$ cat src/hdl/assert_macros.svh
// ----------------------------------------------------------------------------
// Assertion macros
// Shared concurrent assertion forms, clocked on clock and disabled in reset.
// ----------------------------------------------------------------------------
`ifndef ASSERT_MACROS_SVH
`define ASSERT_MACROS_SVH

// The property must hold at every rising edge outside reset.
`define ASSERT_CLK(label, prop, msg) \
   label: assert property (@(posedge clock) disable iff (reset) prop) else $error(msg);

// The expression must never be true at a rising edge outside reset.
`define ASSERT_NEVER(label, expr, msg) \
   label: assert property (@(posedge clock) disable iff (reset) !(expr)) else $error(msg);

`endif

$ cat src/hdl/crcbp_pkg.sv
// ----------------------------------------------------------------------------
// crcbp_pkg
// Constants, types and the CRC-8 byte step shared by the block framer.
// ----------------------------------------------------------------------------
package crcbp_pkg;

   localparam int            BYTE_W     = 8;
   localparam int            LANE_W     = 3;
   localparam int            WORD_W     = 64;
   localparam int            OUT_ADDR_W = 24;
   localparam int            RSP_PAD_W  = 7;
   localparam int            RSP_DATA_W = 104;
   localparam logic [7:0]    CRC_POLY   = 8'h07;
   localparam logic [7:0]    PAD_BYTE   = 8'hFF;

   typedef struct packed {
      logic       clear;
      logic       enable;
      logic [7:0] data;
   } crc_ctl_type;

   // One byte through the MSB-first CRC-8 shift register.
   function automatic logic [7:0] crc8_byte(input logic [7:0] crc, input logic [7:0] b);
      logic [7:0] c;
      c = crc ^ b;
      for (int i = 0; i < 8; i++) begin
         c = c[7] ? ((c << 1) ^ CRC_POLY) : (c << 1);
      end
      return c;
   endfunction

endpackage

$ cat src/hdl/crc8_block_packetizer.sv
// ----------------------------------------------------------------------------
// crc8_block_packetizer
// Cuts a byte stream into CRC-8 protected blocks of header plus data words.
// ----------------------------------------------------------------------------
// Image bytes enter on the req_ channel, one item per cycle while the block
// fills; req_tlast marks the final byte of the image. A block closes when it
// holds BLOCK_BYTES bytes or when the final byte arrives.
// On close, a short block first runs its 0xFF pad bytes through the CRC unit,
// one byte per cycle. The header item (rsp_tuser high) enters the output
// register once the block closes or the last pad byte is taken and the
// output register is free. (BLOCK_BYTES + 7) / 8 data words follow at one per
// cycle when not stalled, paced by the memory's registered read port.
// rsp_tlast marks the last word of each block; pad bytes are inserted as the
// words are read. req_tready stays low from the closing byte until the last
// word is loaded. A stalled receiver holds the output register; the read
// pipeline then stops and resumes without loss.
// Reset empties the current block, clears the CRC and sets the block address
// to zero. A block that ends the image also returns the address to zero.
// ----------------------------------------------------------------------------
`include "assert_macros.svh"

module crc8_block_packetizer #(
   parameter int BLOCK_BYTES = 256,
   parameter int ADDR_BITS   = 24
) (
   input  logic                             clock,
   input  logic                             reset,
   input  logic                             req_tvalid,
   output logic                             req_tready,
   input  logic [7:0]                       req_tdata,   // image_byte
   input  logic                             req_tlast,   // image_end
   output logic                             rsp_tvalid,
   input  logic                             rsp_tready,
   // block_address [23:0], block_crc [31:24], payload_word [95:32],
   // image_done [96], zero fill [103:97]
   output logic [crcbp_pkg::RSP_DATA_W-1:0] rsp_tdata,
   output logic                             rsp_tuser,   // is_header
   output logic                             rsp_tlast    // packet_end
);

   localparam int WORD_COUNT = (BLOCK_BYTES + 7) / 8;
   localparam int WA_W       = (WORD_COUNT > 1) ? $clog2(WORD_COUNT) : 1;
   localparam int WC_W       = $clog2(WORD_COUNT + 1);
   localparam int FILL_W     = $clog2(BLOCK_BYTES + 1);

   localparam logic [1:0] ST_FILL = 2'd0;
   localparam logic [1:0] ST_PAD  = 2'd1;
   localparam logic [1:0] ST_EMIT = 2'd2;

   logic [1:0]           state_ff,    state_in;
   logic [FILL_W-1:0]    fill_ff,     fill_in;
   logic [FILL_W-1:0]    pad_ff,      pad_in;
   logic [ADDR_BITS-1:0] addr_ff,     addr_in;
   logic                 last_ff,     last_in;
   logic                 hdr_pend_ff, hdr_pend_in;
   logic [WC_W-1:0]      rd_cnt_ff,   rd_cnt_in;
   logic                 rd_valid_ff, rd_valid_in;
   logic [WC_W-1:0]      ld_cnt_ff,   ld_cnt_in;
   logic                 rsp_valid_ff, rsp_valid_in;
   logic                 rsp_hdr_ff,  rsp_hdr_in;
   logic [crcbp_pkg::OUT_ADDR_W-1:0] rsp_addr_ff, rsp_addr_in;
   logic [7:0]           rsp_crc_ff,  rsp_crc_in;
   logic [crcbp_pkg::WORD_W-1:0] rsp_word_ff, rsp_word_in;
   logic                 rsp_end_ff,  rsp_end_in;
   logic                 rsp_done_ff, rsp_done_in;

   logic                 accept;
   logic [FILL_W-1:0]    fill_inc;
   logic                 out_free;
   logic                 load_hdr;
   logic                 load_word;
   logic                 issue_rd;
   logic                 last_word;
   logic                 done_blk;
   logic [31:0]          addr_ext;
   logic [7:0]           crc_value;
   logic [crcbp_pkg::WORD_W-1:0] rd_data;
   logic [crcbp_pkg::WORD_W-1:0] word_masked;
   crcbp_pkg::crc_ctl_type crc_ctl;

   assign req_tready = (state_ff == ST_FILL);
   assign accept     = req_tvalid && req_tready;
   assign fill_inc   = fill_ff + FILL_W'(1);
   assign out_free   = !rsp_valid_ff || rsp_tready;
   assign load_hdr   = (state_ff == ST_EMIT) && hdr_pend_ff && out_free;
   assign load_word  = (state_ff == ST_EMIT) && !hdr_pend_ff && rd_valid_ff && out_free;
   assign issue_rd   = (state_ff == ST_EMIT) && (rd_cnt_ff != WC_W'(WORD_COUNT))
                       && (!rd_valid_ff || load_word);
   assign last_word  = (ld_cnt_ff == WC_W'(WORD_COUNT - 1));
   assign done_blk   = load_word && last_word;
   assign addr_ext   = 32'(addr_ff);

   always_comb begin
      crc_ctl.clear  = done_blk;
      crc_ctl.enable = accept || (state_ff == ST_PAD);
      crc_ctl.data   = (state_ff == ST_PAD) ? crcbp_pkg::PAD_BYTE : req_tdata;
   end

   crcbp_crc u_crc (
      .clock (clock),
      .reset (reset),
      .ctl   (crc_ctl),
      .crc   (crc_value)
   );

   crcbp_store #(
      .WORD_COUNT (WORD_COUNT),
      .WA_W       (WA_W)
   ) u_store (
      .clock   (clock),
      .wr_en   (accept),
      .wr_addr (WA_W'(fill_ff >> crcbp_pkg::LANE_W)),
      .wr_lane (fill_ff[crcbp_pkg::LANE_W-1:0]),
      .wr_data (req_tdata),
      .rd_en   (issue_rd),
      .rd_addr (rd_cnt_ff[WA_W-1:0]),
      .rd_data (rd_data)
   );

   // Bytes at or beyond the fill count belong to the padding and read as 0xFF.
   always_comb begin
      word_masked = rd_data;
      for (int i = 0; i < 8; i++) begin
         if (32'({ld_cnt_ff, crcbp_pkg::LANE_W'(i)}) >= 32'(fill_ff)) begin
            word_masked[i*crcbp_pkg::BYTE_W +: crcbp_pkg::BYTE_W] = crcbp_pkg::PAD_BYTE;
         end
      end
   end

   always_comb begin
      state_in    = state_ff;
      fill_in     = fill_ff;
      pad_in      = pad_ff;
      addr_in     = addr_ff;
      last_in     = last_ff;
      hdr_pend_in = hdr_pend_ff;
      rd_cnt_in   = rd_cnt_ff;
      ld_cnt_in   = ld_cnt_ff;
      rd_valid_in = rd_valid_ff;

      unique case (state_ff)
         ST_FILL: begin
            if (accept) begin
               fill_in = fill_inc;
               if ((fill_inc == FILL_W'(BLOCK_BYTES)) || req_tlast) begin
                  last_in     = req_tlast;
                  pad_in      = fill_inc;
                  hdr_pend_in = 1'b1;
                  rd_cnt_in   = '0;
                  ld_cnt_in   = '0;
                  rd_valid_in = 1'b0;
                  state_in    = (fill_inc == FILL_W'(BLOCK_BYTES)) ? ST_EMIT : ST_PAD;
               end
            end
         end
         ST_PAD: begin
            pad_in = pad_ff + FILL_W'(1);
            if (pad_in == FILL_W'(BLOCK_BYTES)) begin
               state_in = ST_EMIT;
            end
         end
         ST_EMIT: begin
            if (load_hdr) begin
               hdr_pend_in = 1'b0;
            end
            if (issue_rd) begin
               rd_cnt_in   = rd_cnt_ff + WC_W'(1);
               rd_valid_in = 1'b1;
            end else if (load_word) begin
               rd_valid_in = 1'b0;
            end
            if (load_word) begin
               ld_cnt_in = ld_cnt_ff + WC_W'(1);
            end
            if (done_blk) begin
               fill_in  = '0;
               addr_in  = last_ff ? '0 : addr_ff + ADDR_BITS'(BLOCK_BYTES);
               state_in = ST_FILL;
            end
         end
         default: begin
            state_in = ST_FILL;
         end
      endcase
   end

   always_comb begin
      rsp_valid_in = rsp_valid_ff && !rsp_tready;
      rsp_hdr_in   = rsp_hdr_ff;
      rsp_addr_in  = rsp_addr_ff;
      rsp_crc_in   = rsp_crc_ff;
      rsp_word_in  = rsp_word_ff;
      rsp_end_in   = rsp_end_ff;
      rsp_done_in  = rsp_done_ff;
      if (load_hdr) begin
         rsp_valid_in = 1'b1;
         rsp_hdr_in   = 1'b1;
         rsp_addr_in  = addr_ext[crcbp_pkg::OUT_ADDR_W-1:0];
         rsp_crc_in   = crc_value;
         rsp_word_in  = '0;
         rsp_end_in   = 1'b0;
         rsp_done_in  = 1'b0;
      end else if (load_word) begin
         rsp_valid_in = 1'b1;
         rsp_hdr_in   = 1'b0;
         rsp_addr_in  = '0;
         rsp_crc_in   = '0;
         rsp_word_in  = word_masked;
         rsp_end_in   = last_word;
         rsp_done_in  = last_word && last_ff;
      end
   end

   always_ff @(posedge clock) begin
      if (reset) begin
         state_ff     <= ST_FILL;
         fill_ff      <= '0;
         pad_ff       <= '0;
         addr_ff      <= '0;
         last_ff      <= 1'b0;
         hdr_pend_ff  <= 1'b0;
         rd_cnt_ff    <= '0;
         rd_valid_ff  <= 1'b0;
         ld_cnt_ff    <= '0;
         rsp_valid_ff <= 1'b0;
      end else begin
         state_ff     <= state_in;
         fill_ff      <= fill_in;
         pad_ff       <= pad_in;
         addr_ff      <= addr_in;
         last_ff      <= last_in;
         hdr_pend_ff  <= hdr_pend_in;
         rd_cnt_ff    <= rd_cnt_in;
         rd_valid_ff  <= rd_valid_in;
         ld_cnt_ff    <= ld_cnt_in;
         rsp_valid_ff <= rsp_valid_in;
      end
   end

   always_ff @(posedge clock) begin
      rsp_hdr_ff  <= rsp_hdr_in;
      rsp_addr_ff <= rsp_addr_in;
      rsp_crc_ff  <= rsp_crc_in;
      rsp_word_ff <= rsp_word_in;
      rsp_end_ff  <= rsp_end_in;
      rsp_done_ff <= rsp_done_in;
   end

   assign rsp_tvalid = rsp_valid_ff;
   assign rsp_tuser  = rsp_hdr_ff;
   assign rsp_tlast  = rsp_end_ff;
   assign rsp_tdata  = {{crcbp_pkg::RSP_PAD_W{1'b0}}, rsp_done_ff, rsp_word_ff,
                        rsp_crc_ff, rsp_addr_ff};

   `ASSERT_CLK(a_load_behind_read, ld_cnt_ff <= rd_cnt_ff, "word loaded before it was read")
   `ASSERT_CLK(a_pad_in_range, (state_ff == ST_PAD) |-> (pad_ff < FILL_W'(BLOCK_BYTES)), "pad count past block end")
   `ASSERT_CLK(a_crc_hold, ((state_ff == ST_EMIT) && $past(state_ff == ST_EMIT)) |-> $stable(crc_value), "crc changed during emit")
   `ASSERT_NEVER(a_emit_empty, (state_ff == ST_EMIT) && (fill_ff == '0), "emitting an empty block")

endmodule

$ cat src/hdl/crcbp_crc.sv
// ----------------------------------------------------------------------------
// crcbp_crc
// Running CRC-8 register, advanced by one byte per enabled cycle.
// ----------------------------------------------------------------------------
module crcbp_crc (
   input  logic                   clock,
   input  logic                   reset,
   input  crcbp_pkg::crc_ctl_type ctl,
   output logic [7:0]             crc
);

   logic [7:0] crc_ff;
   logic [7:0] crc_in;

   always_comb begin
      crc_in = crc_ff;
      if (ctl.clear) begin
         crc_in = '0;
      end else if (ctl.enable) begin
         crc_in = crcbp_pkg::crc8_byte(crc_ff, ctl.data);
      end
   end

   always_ff @(posedge clock) begin
      if (reset) begin
         crc_ff <= '0;
      end else begin
         crc_ff <= crc_in;
      end
   end

   assign crc = crc_ff;

endmodule

$ cat src/hdl/crcbp_store.sv
// ----------------------------------------------------------------------------
// crcbp_store
// Block payload memory: byte-lane writes and 64-bit word reads through a
// registered read port.
// ----------------------------------------------------------------------------
module crcbp_store #(
   parameter int WORD_COUNT = 32,
   parameter int WA_W       = 5
) (
   input  logic                         clock,
   input  logic                         wr_en,
   input  logic [WA_W-1:0]              wr_addr,
   input  logic [crcbp_pkg::LANE_W-1:0] wr_lane,
   input  logic [7:0]                   wr_data,
   input  logic                         rd_en,
   input  logic [WA_W-1:0]              rd_addr,
   output logic [crcbp_pkg::WORD_W-1:0] rd_data
);

   logic [crcbp_pkg::WORD_W-1:0] store_mem [WORD_COUNT];
   logic [crcbp_pkg::WORD_W-1:0] rd_data_ff;

   always_ff @(posedge clock) begin
      if (wr_en) begin
         store_mem[wr_addr][wr_lane*crcbp_pkg::BYTE_W +: crcbp_pkg::BYTE_W] <= wr_data;
      end
      if (rd_en) begin
         rd_data_ff <= store_mem[rd_addr];
      end
   end

   assign rd_data = rd_data_ff;

endmodule

$ cat config.mk
export PLATFORM = sky130hd
export DESIGN_NAME = crc8_block_packetizer
export DESIGN_NICKNAME = d
export VERILOG_FILES = /design/src/hdl/crcbp_pkg.sv /design/src/hdl/crc8_block_packetizer.sv /design/src/hdl/crcbp_crc.sv /design/src/hdl/crcbp_store.sv
export VERILOG_INCLUDE_DIRS = /design/src /design/src/hdl
export SDC_FILE = /design/constraint.sdc
export NUM_CORES = 2
export LEC_CHECK = 0
export ABC_AREA = 1
export BUFFER_PORTS_ARGS = -buffer_cell sky130_fd_sc_hd__buf_2
export CAP_MARGIN = 0
export CELL_PAD_IN_SITES_DETAIL_PLACEMENT = 0
export CELL_PAD_IN_SITES_GLOBAL_PLACEMENT = 2
export CORE_AREA = 4 4 459 461
export DETAILED_ROUTE_END_ITERATION = 7
export DIE_AREA = 0 0 463 465
export PLACE_DENSITY_LB_ADDON = 0.1
export REMOVE_ABC_BUFFERS = 1
export SLEW_MARGIN = 40
export SYNTH_ARGS = -nofsm -noshare
export SYNTH_HDL_FRONTEND = slang
export SYNTH_SLANG_ARGS = --single-unit
$ cat constraint.sdc
create_clock -name clock -period 4.7 [get_ports clock]
set_input_delay 0.47 -clock clock [delete_from_list [all_inputs] [get_ports clock]]
set_output_delay 0.47 -clock clock [all_outputs]
set_load 0.02 [all_outputs]
* Word-level counts from Yosys, hierarchy flattened
Memories as Yosys holds them, arrays and structs flattened. A register that Yosys moved wholly into a read port is not among the register bits.
Cells that the tools add are included.
** Storage, ports and cells
- Bits in registers :: 167
- Memory bits (writable) :: 2048
- Bits of input ports :: 13
- Output and inout port bits :: 108
- Word-level logic and storage cells :: 143
- Memories :: 1
** Cells by class
- Add/sub/neg operators :: 6
- Magnitude comparators :: 8
- Equality and inequality tests :: 14
- Shift-type cells :: 2
- Mux-type cells :: 53
- Bitwise gates (word level) :: 9
- Reductions and logical operators :: 33
** Memories
- u_store.store_mem :: depth 32, bits a word 64, read ports 1, clocked after Yosys merged registers in 1, write ports 1, line crcbp_store.sv:20 : logic [crcbp_pkg::WORD_W-1:0] store_mem [WORD_COUNT];
** Operators with widths (count)
- 2-to-1 mux 8 bit :: 11
- greater-or-equal comparator 9 bit :: 8
- 2-to-1 mux 24 bit :: 3
- 2-to-1 mux 64 bit :: 1
- variable shift 8 x 34 -> 64 bit (first input constant) :: 1
- indexed part select 8 x 34 -> 64 bit :: 1
- 2-to-1 mux 9 bit :: 4
- one-hot mux 9 bit (2 select lines) :: 2
- negation 6 -> 34 bit :: 1
- adder 24 x 9 -> 24 bit (second input constant) :: 1
- 2-to-1 mux 3 bit :: 8
- 2-to-1 mux 6 bit :: 4
- inverter 3 bit :: 8
- one-hot mux 6 bit (2 select lines) :: 2
- AND reduction 4 bit :: 5
- adder 9 x 1 -> 9 bit (second input constant) :: 2
- == test 9 bit (second input constant) :: 2
- adder 6 x 1 -> 6 bit (second input constant) :: 2
- logical AND 1 bit :: 11
- 2-to-1 mux 1 bit :: 10
- 2-to-1 mux 2 bit :: 5
- AND reduction 3 bit :: 3
- != test 2 bit (second input constant) :: 4
- bitwise XOR 8 bit :: 1
- other kinds (14) :: 25

* Logic depth before layout (Yosys ltp)
- Word-level depth :: 19
- Mapped depth :: 15
- Depth with buffers taken out :: 15

* Modules after synthesis
A second synthesis with hierarchy kept.
** Unflattened totals
- Cell total of the unflattened synthesis :: 8154
- Area, all modules :: 92618.8 um^2
** By module, submodules not included
- crcbp_store :: times used 1, cells each 7113, area each 85162.9 um^2
- crc8_block_packetizer :: times used 1, cells each 916, area each 6756.5 um^2
- crcbp_crc :: times used 1, cells each 125, area each 699.4 um^2

* Worst setup path after synthesis
No wires, ideal clock.
- Kind :: reg2reg
- From :: register fill_ff[0]
- To :: memory u_store.store_mem[0][32] in the netlist's numbering, data pin
- Library setup time :: 0.445 ns
- Arrival :: 3.359 ns
- Slack :: 0.896 ns
- Cell stages (with the launch flop) :: 12
- Buffers on the path :: 2
- Period minus slack after synthesis :: 3.804 ns
- Path through :: dfxtp_1 -> buf_4 -> inv_2 -> ha_1 -> ha_1 -> buf_2 -> clkinv_1 -> nor2_1 -> inv_2 -> nor2_1 -> clkinv_1 -> nor3_1
** Between the ends
- Cells in the longest elaborated chain, start to end :: 2
** Ends and longest elaborated chain
- start: declaration :: line crc8_block_packetizer.sv:51 : logic [FILL_W-1:0] fill_ff, fill_in;
- start signal: assignment :: line crc8_block_packetizer.sv:228 : fill_ff <= fill_in;
- negation 6 -> 34 bit :: line crcbp_store.sv:25 : store_mem[wr_addr][wr_lane*crcbp_pkg::BYTE_W +: crcbp_pkg::BYTE_W] <= wr_data;
- indexed part select 8 x 34 -> 64 bit :: line crcbp_store.sv:25
- end: declaration :: line crcbp_store.sv:20
No other way between the ends.

* Worst setup path in the final report
- From :: register fill_ff[0]
- To :: memory u_store.store_mem[29][36] in the netlist's numbering (enable)
** Between the ends
- Cells in the longest elaborated chain, start to end :: 3
** Ends and longest elaborated chain (line)
- negation 6 -> 34 bit :: crcbp_store.sv:25
- variable shift 8 x 34 -> 64 bit :: crcbp_store.sv:25
- 2-to-1 mux 64 bit (implied by the code) :: crcbp_store.sv:25
No other way between the ends.

==> impl_results.md <==
- Number of synthesized flops with an enable pin: between 2000 and 2500
- Post-Route Skew: ~28 ps
- Synthesized area per cell: between 10 and 15 sq um
- Slew HR: 0.421
- Post-synthesis cell count: around 7300
- DRT Pass-1 Iters: 6
- # IOs: 121
- Hold slack: between 90 and 100 ps
- Worst path slowest cell: nor2_1
- CP Launch Type: flop
- Post-route ant nets: 0
- RSZ-0062 raised after global routing: no
- Sequential-to-total area share from yosys stat: 0.738
- Worst Path Arrival: 4950 ps
- Share of flip-flops with an asynchronous set or reset: 0
- Area occupied by multi-input gates: between 0.02 and 0.025 sq mm
- Fill count: between 15000 and 20000
- Final Setup Violations: 0
- Initial antenna violation count: 20
- Site row count: roughly 170
- Top FF cell, synth: edfxtp_1
- Final Hold Fails: 0
- Slew Limit Fails: 0
- Register Area: about 0.067 sq mm
- Synth top area share: 0.710
- Wirelength per Cell: between 20 and 30 microns
- HPWL Detailed: 168 mm
- Netlist cell types: 50
- Flop and latch count out of synthesis: about 2300
- Worst min path class: primary input to flop
- First-pass GRT wire length: slightly above 400 mm
- 1st-iter DRT viols: 5854
- Vias per inst: 5.81
- CP required: around 5200 ps
- Min cycle time layout: between 4000 and 5000 ps
- Ys Warns: 0
- Routability cong.: 0.808
- Via count: approximately 59000
- Crit path max-delay family: simple AND/OR/NAND/NOR gates
- Worst-path cell chain: inv_2 > ha_1 > ha_1 > buf_4 > clkinv_1 > buf_4 > nor2_1 > inv_2 > nor2_1 > nand3_1 > buf_4 > nor2_1
- Design area: between 0.1 and 0.15 sq mm
- Power Density: 432 mW/mm^2
- Synth area leaders: edfxtp_1, nor2_1, o21ai_0, o22ai_1, dfxtp_1
- Pleak: 33.0 nW
- Cell taking the most area after synthesis: edfxtp_1
- Die Span Y: around 470 microns
- Port bufs: 105
- Worst setup EP type: flop
- Layout cells sized above 1: 0.109
- Largest net degree at the start of global routing: approximately 150
- Final #Nets: between 7000 and 8000
- VDD IR-drop max: ~0.00043 V
- Buf+Inv Stages, Crit Path: 6
- Cell Area, Placed: ~0.094 sq mm
- Fmax: 224 MHz
- Clock buffer depth: 3
- CTS root buf: clkbuf_16
- Status: completed
- H-Tree Depth: 4
- Fin Setup TNS: 0 ps
- Number of global-route vias before repair: ~58000
- GR Util All Layers: 0.259
- Crit-path max cell delay: 640 ps
- Max_cap viols: 0
- Crit Path Class: flop to flop
- Period utilization: 0.949
- Total gr overflow: 0
- Die width: ~460 microns
- Die area: 0.215 sq mm
- Slew @ Worst Pin: 866 ps
- Initial Util: 0.438
- CTS tree: done
- DR DRC count: 0
- Core ar.: between 0.2 and 0.25 sq mm
- Worst-path clk slew: around 60 ps
- Clk sinks: roughly 2300
- Post-Route WL: 285 mm
- CTS buffer count: approximately 230
- Mapped cell area: between 0.09 and 0.1 sq mm
- Synthesis-to-layout area growth: 13.0%
- Worst skew pair latency: around 880 ps
- Postcts setup bufs: 0
- Crit path max fanout: 32
-- stage by stage --
step | util | worst slack, ps | instances | total power [mW]
2_1_floorplan | - | -35400 | 6779 | 24.5
3_3_place_gp | 0.456 | 396 | 9788 | 26.0
3_5_place_dp | 0.457 | 252 | 9788 | 26.0
4_1_cts | 0.494 | 233 | 10200 | 44.4
5_1_grt | 0.495 | 0.647 | 10200 | 45.5
6_report | 0.495 | 238 | 10200 | 44.1
-- sequential cells by signal (all words and copies together), names as in the netlist, 2 cells and up --
name / flops
rsp_word_ff: 64
pad_ff: 9
fill_ff: 9
u_crc.crc: 8
u_store.rd_data: 64
state_ff: 2
rd_cnt_ff: 6
u_store.store_mem: 2048
ld_cnt_ff: 6
rsp_addr_ff: 16
rsp_crc_ff: 8
addr_ff: 16
-- layout make-up --
type / count / area share
Sequential cell: 2263 / 0.653
Multi-Input combinational cell: 4370 / 0.209
Clock buffer: 303 / 0.0620
Tap cell: 2704 / 0.0331
Timing Repair Buffer: 307 / 0.0235
Clock inverter: 137 / 0.0133
Inverter: 146 / 0.00581
Antenna cell: 11 / 0.000270
-- cell families after synthesis --
kind of cell / Yosys count / share of synthesized area
XOR/XNOR: 24 / 0.00233
other: 1 / 0.0000415
AO/OA/AOI/OAI: 2009 / 0.125
flip-flops: 2263 / 0.738
adder cells (fa/ha/maj): 19 / 0.00263
AND/OR/NAND/NOR: 2303 / 0.100
buffers and inverters: 675 / 0.0318
-- cells in the mapped netlist, types with 34 or more instances --
master	n
a21oi_1	86
buf_2	165
clkbuf_1	319
dfxtp_1	127
edfxtp_1	2136
inv_1	129
nand2_1	306
nand3_1	119
nand4_1	34
nor2_1	1757
nor3_1	58
o211ai_1	35
o21ai_0	1159
o21ai_1	82
o221ai_1	96
o22ai_1	483
-- cell usage in the layout (no fill, tap or decap), types with 6 or more instances in the layout --
| master | n |
|---|---|
| nor2_2 | 79 |
| o2111ai_1 | 19 |
| o21a_1 | 10 |
| diode_2 | 11 |
| nand2_4 | 18 |
| clkinv_2 | 57 |
| nand2_2 | 11 |
| o31ai_1 | 17 |
| clkbuf_1 | 47 |
| inv_2 | 10 |
| nand4_1 | 34 |
| buf_2 | 105 |
| buf_12 | 27 |
| nor3_1 | 45 |
| clkinv_1 | 41 |
| nand2_1 | 289 |
| o21ai_1 | 82 |
| buf_4 | 169 |
| o22ai_1 | 483 |
| a21oi_1 | 86 |
| xnor2_1 | 8 |
| clkinvlp_4 | 7 |
| nand3_1 | 119 |
| edfxtp_1 | 2136 |
| conb_1 | 15 |
| xor2_1 | 16 |
| ha_1 | 19 |
| bufinv_16 | 22 |
| clkbuf_8 | 22 |
| a211oi_1 | 7 |
| nor2_4 | 6 |
| o211ai_1 | 35 |
| o221ai_1 | 96 |
| clkbuf_16 | 234 |
| nor3_2 | 14 |
| nor2_1 | 1679 |
| dfxtp_1 | 122 |
| inv_1 | 125 |
| o21ai_0 | 1159 |
-- power breakdown --
part / internal, mW / switching, mW / total, mW
sequential: 22.3 / 0.107 / 22.4
combinational: 0.682 / 2.47 / 3.15
clock: 10.7 / 7.81 / 18.5
-- path summary, 6_finish.rpt --
kind,slack [ps],from,to,cells past startpoint
worst max register to register,240,fill_ff[0]$_SDFFE_PP0P_,u_store.store_mem[29][36]$_DFFE_PP_,12
worst min register to register,450,rsp_tuser$_SDFFE_PP1N_,rsp_tuser$_SDFFE_PP1N_,2
worst min-delay path,90,rsp_tready,rsp_tvalid$_SDFF_PP0_,6
worst max-delay path,240,fill_ff[0]$_SDFFE_PP0P_,u_store.store_mem[29][36]$_DFFE_PP_,12
-- worst register-to-register path, stage by stage (launching register included) --
cell	delay (ps)
dfxtp_1	600
inv_2	150
ha_1	300
ha_1	300
buf_4	270
clkinv_1	120
buf_4	230
nor2_1	410
inv_2	240
nor2_1	360
nand3_1	130
buf_4	310
nor2_1	660
-- metal layers --
metal,wire length [microns],vias to the layer above,share of wire,global-route usage
met1,126000,30000,0.44,0.370
met5,0,-,0,0
met3,19000,398,0.067,0.0435
li1,-,26900,-,-
met2,130000,2249,0.46,0.404
met4,9350,0,0.033,0.0880
-- timing repair --
action,in CTS,in global routing
gates resized for setup,0,6
setup endpoints to repair,0,36
hold buffers,2,0
hold endpoints to repair,2,0
Note: power is estimated with default switching activity, not from simulation.
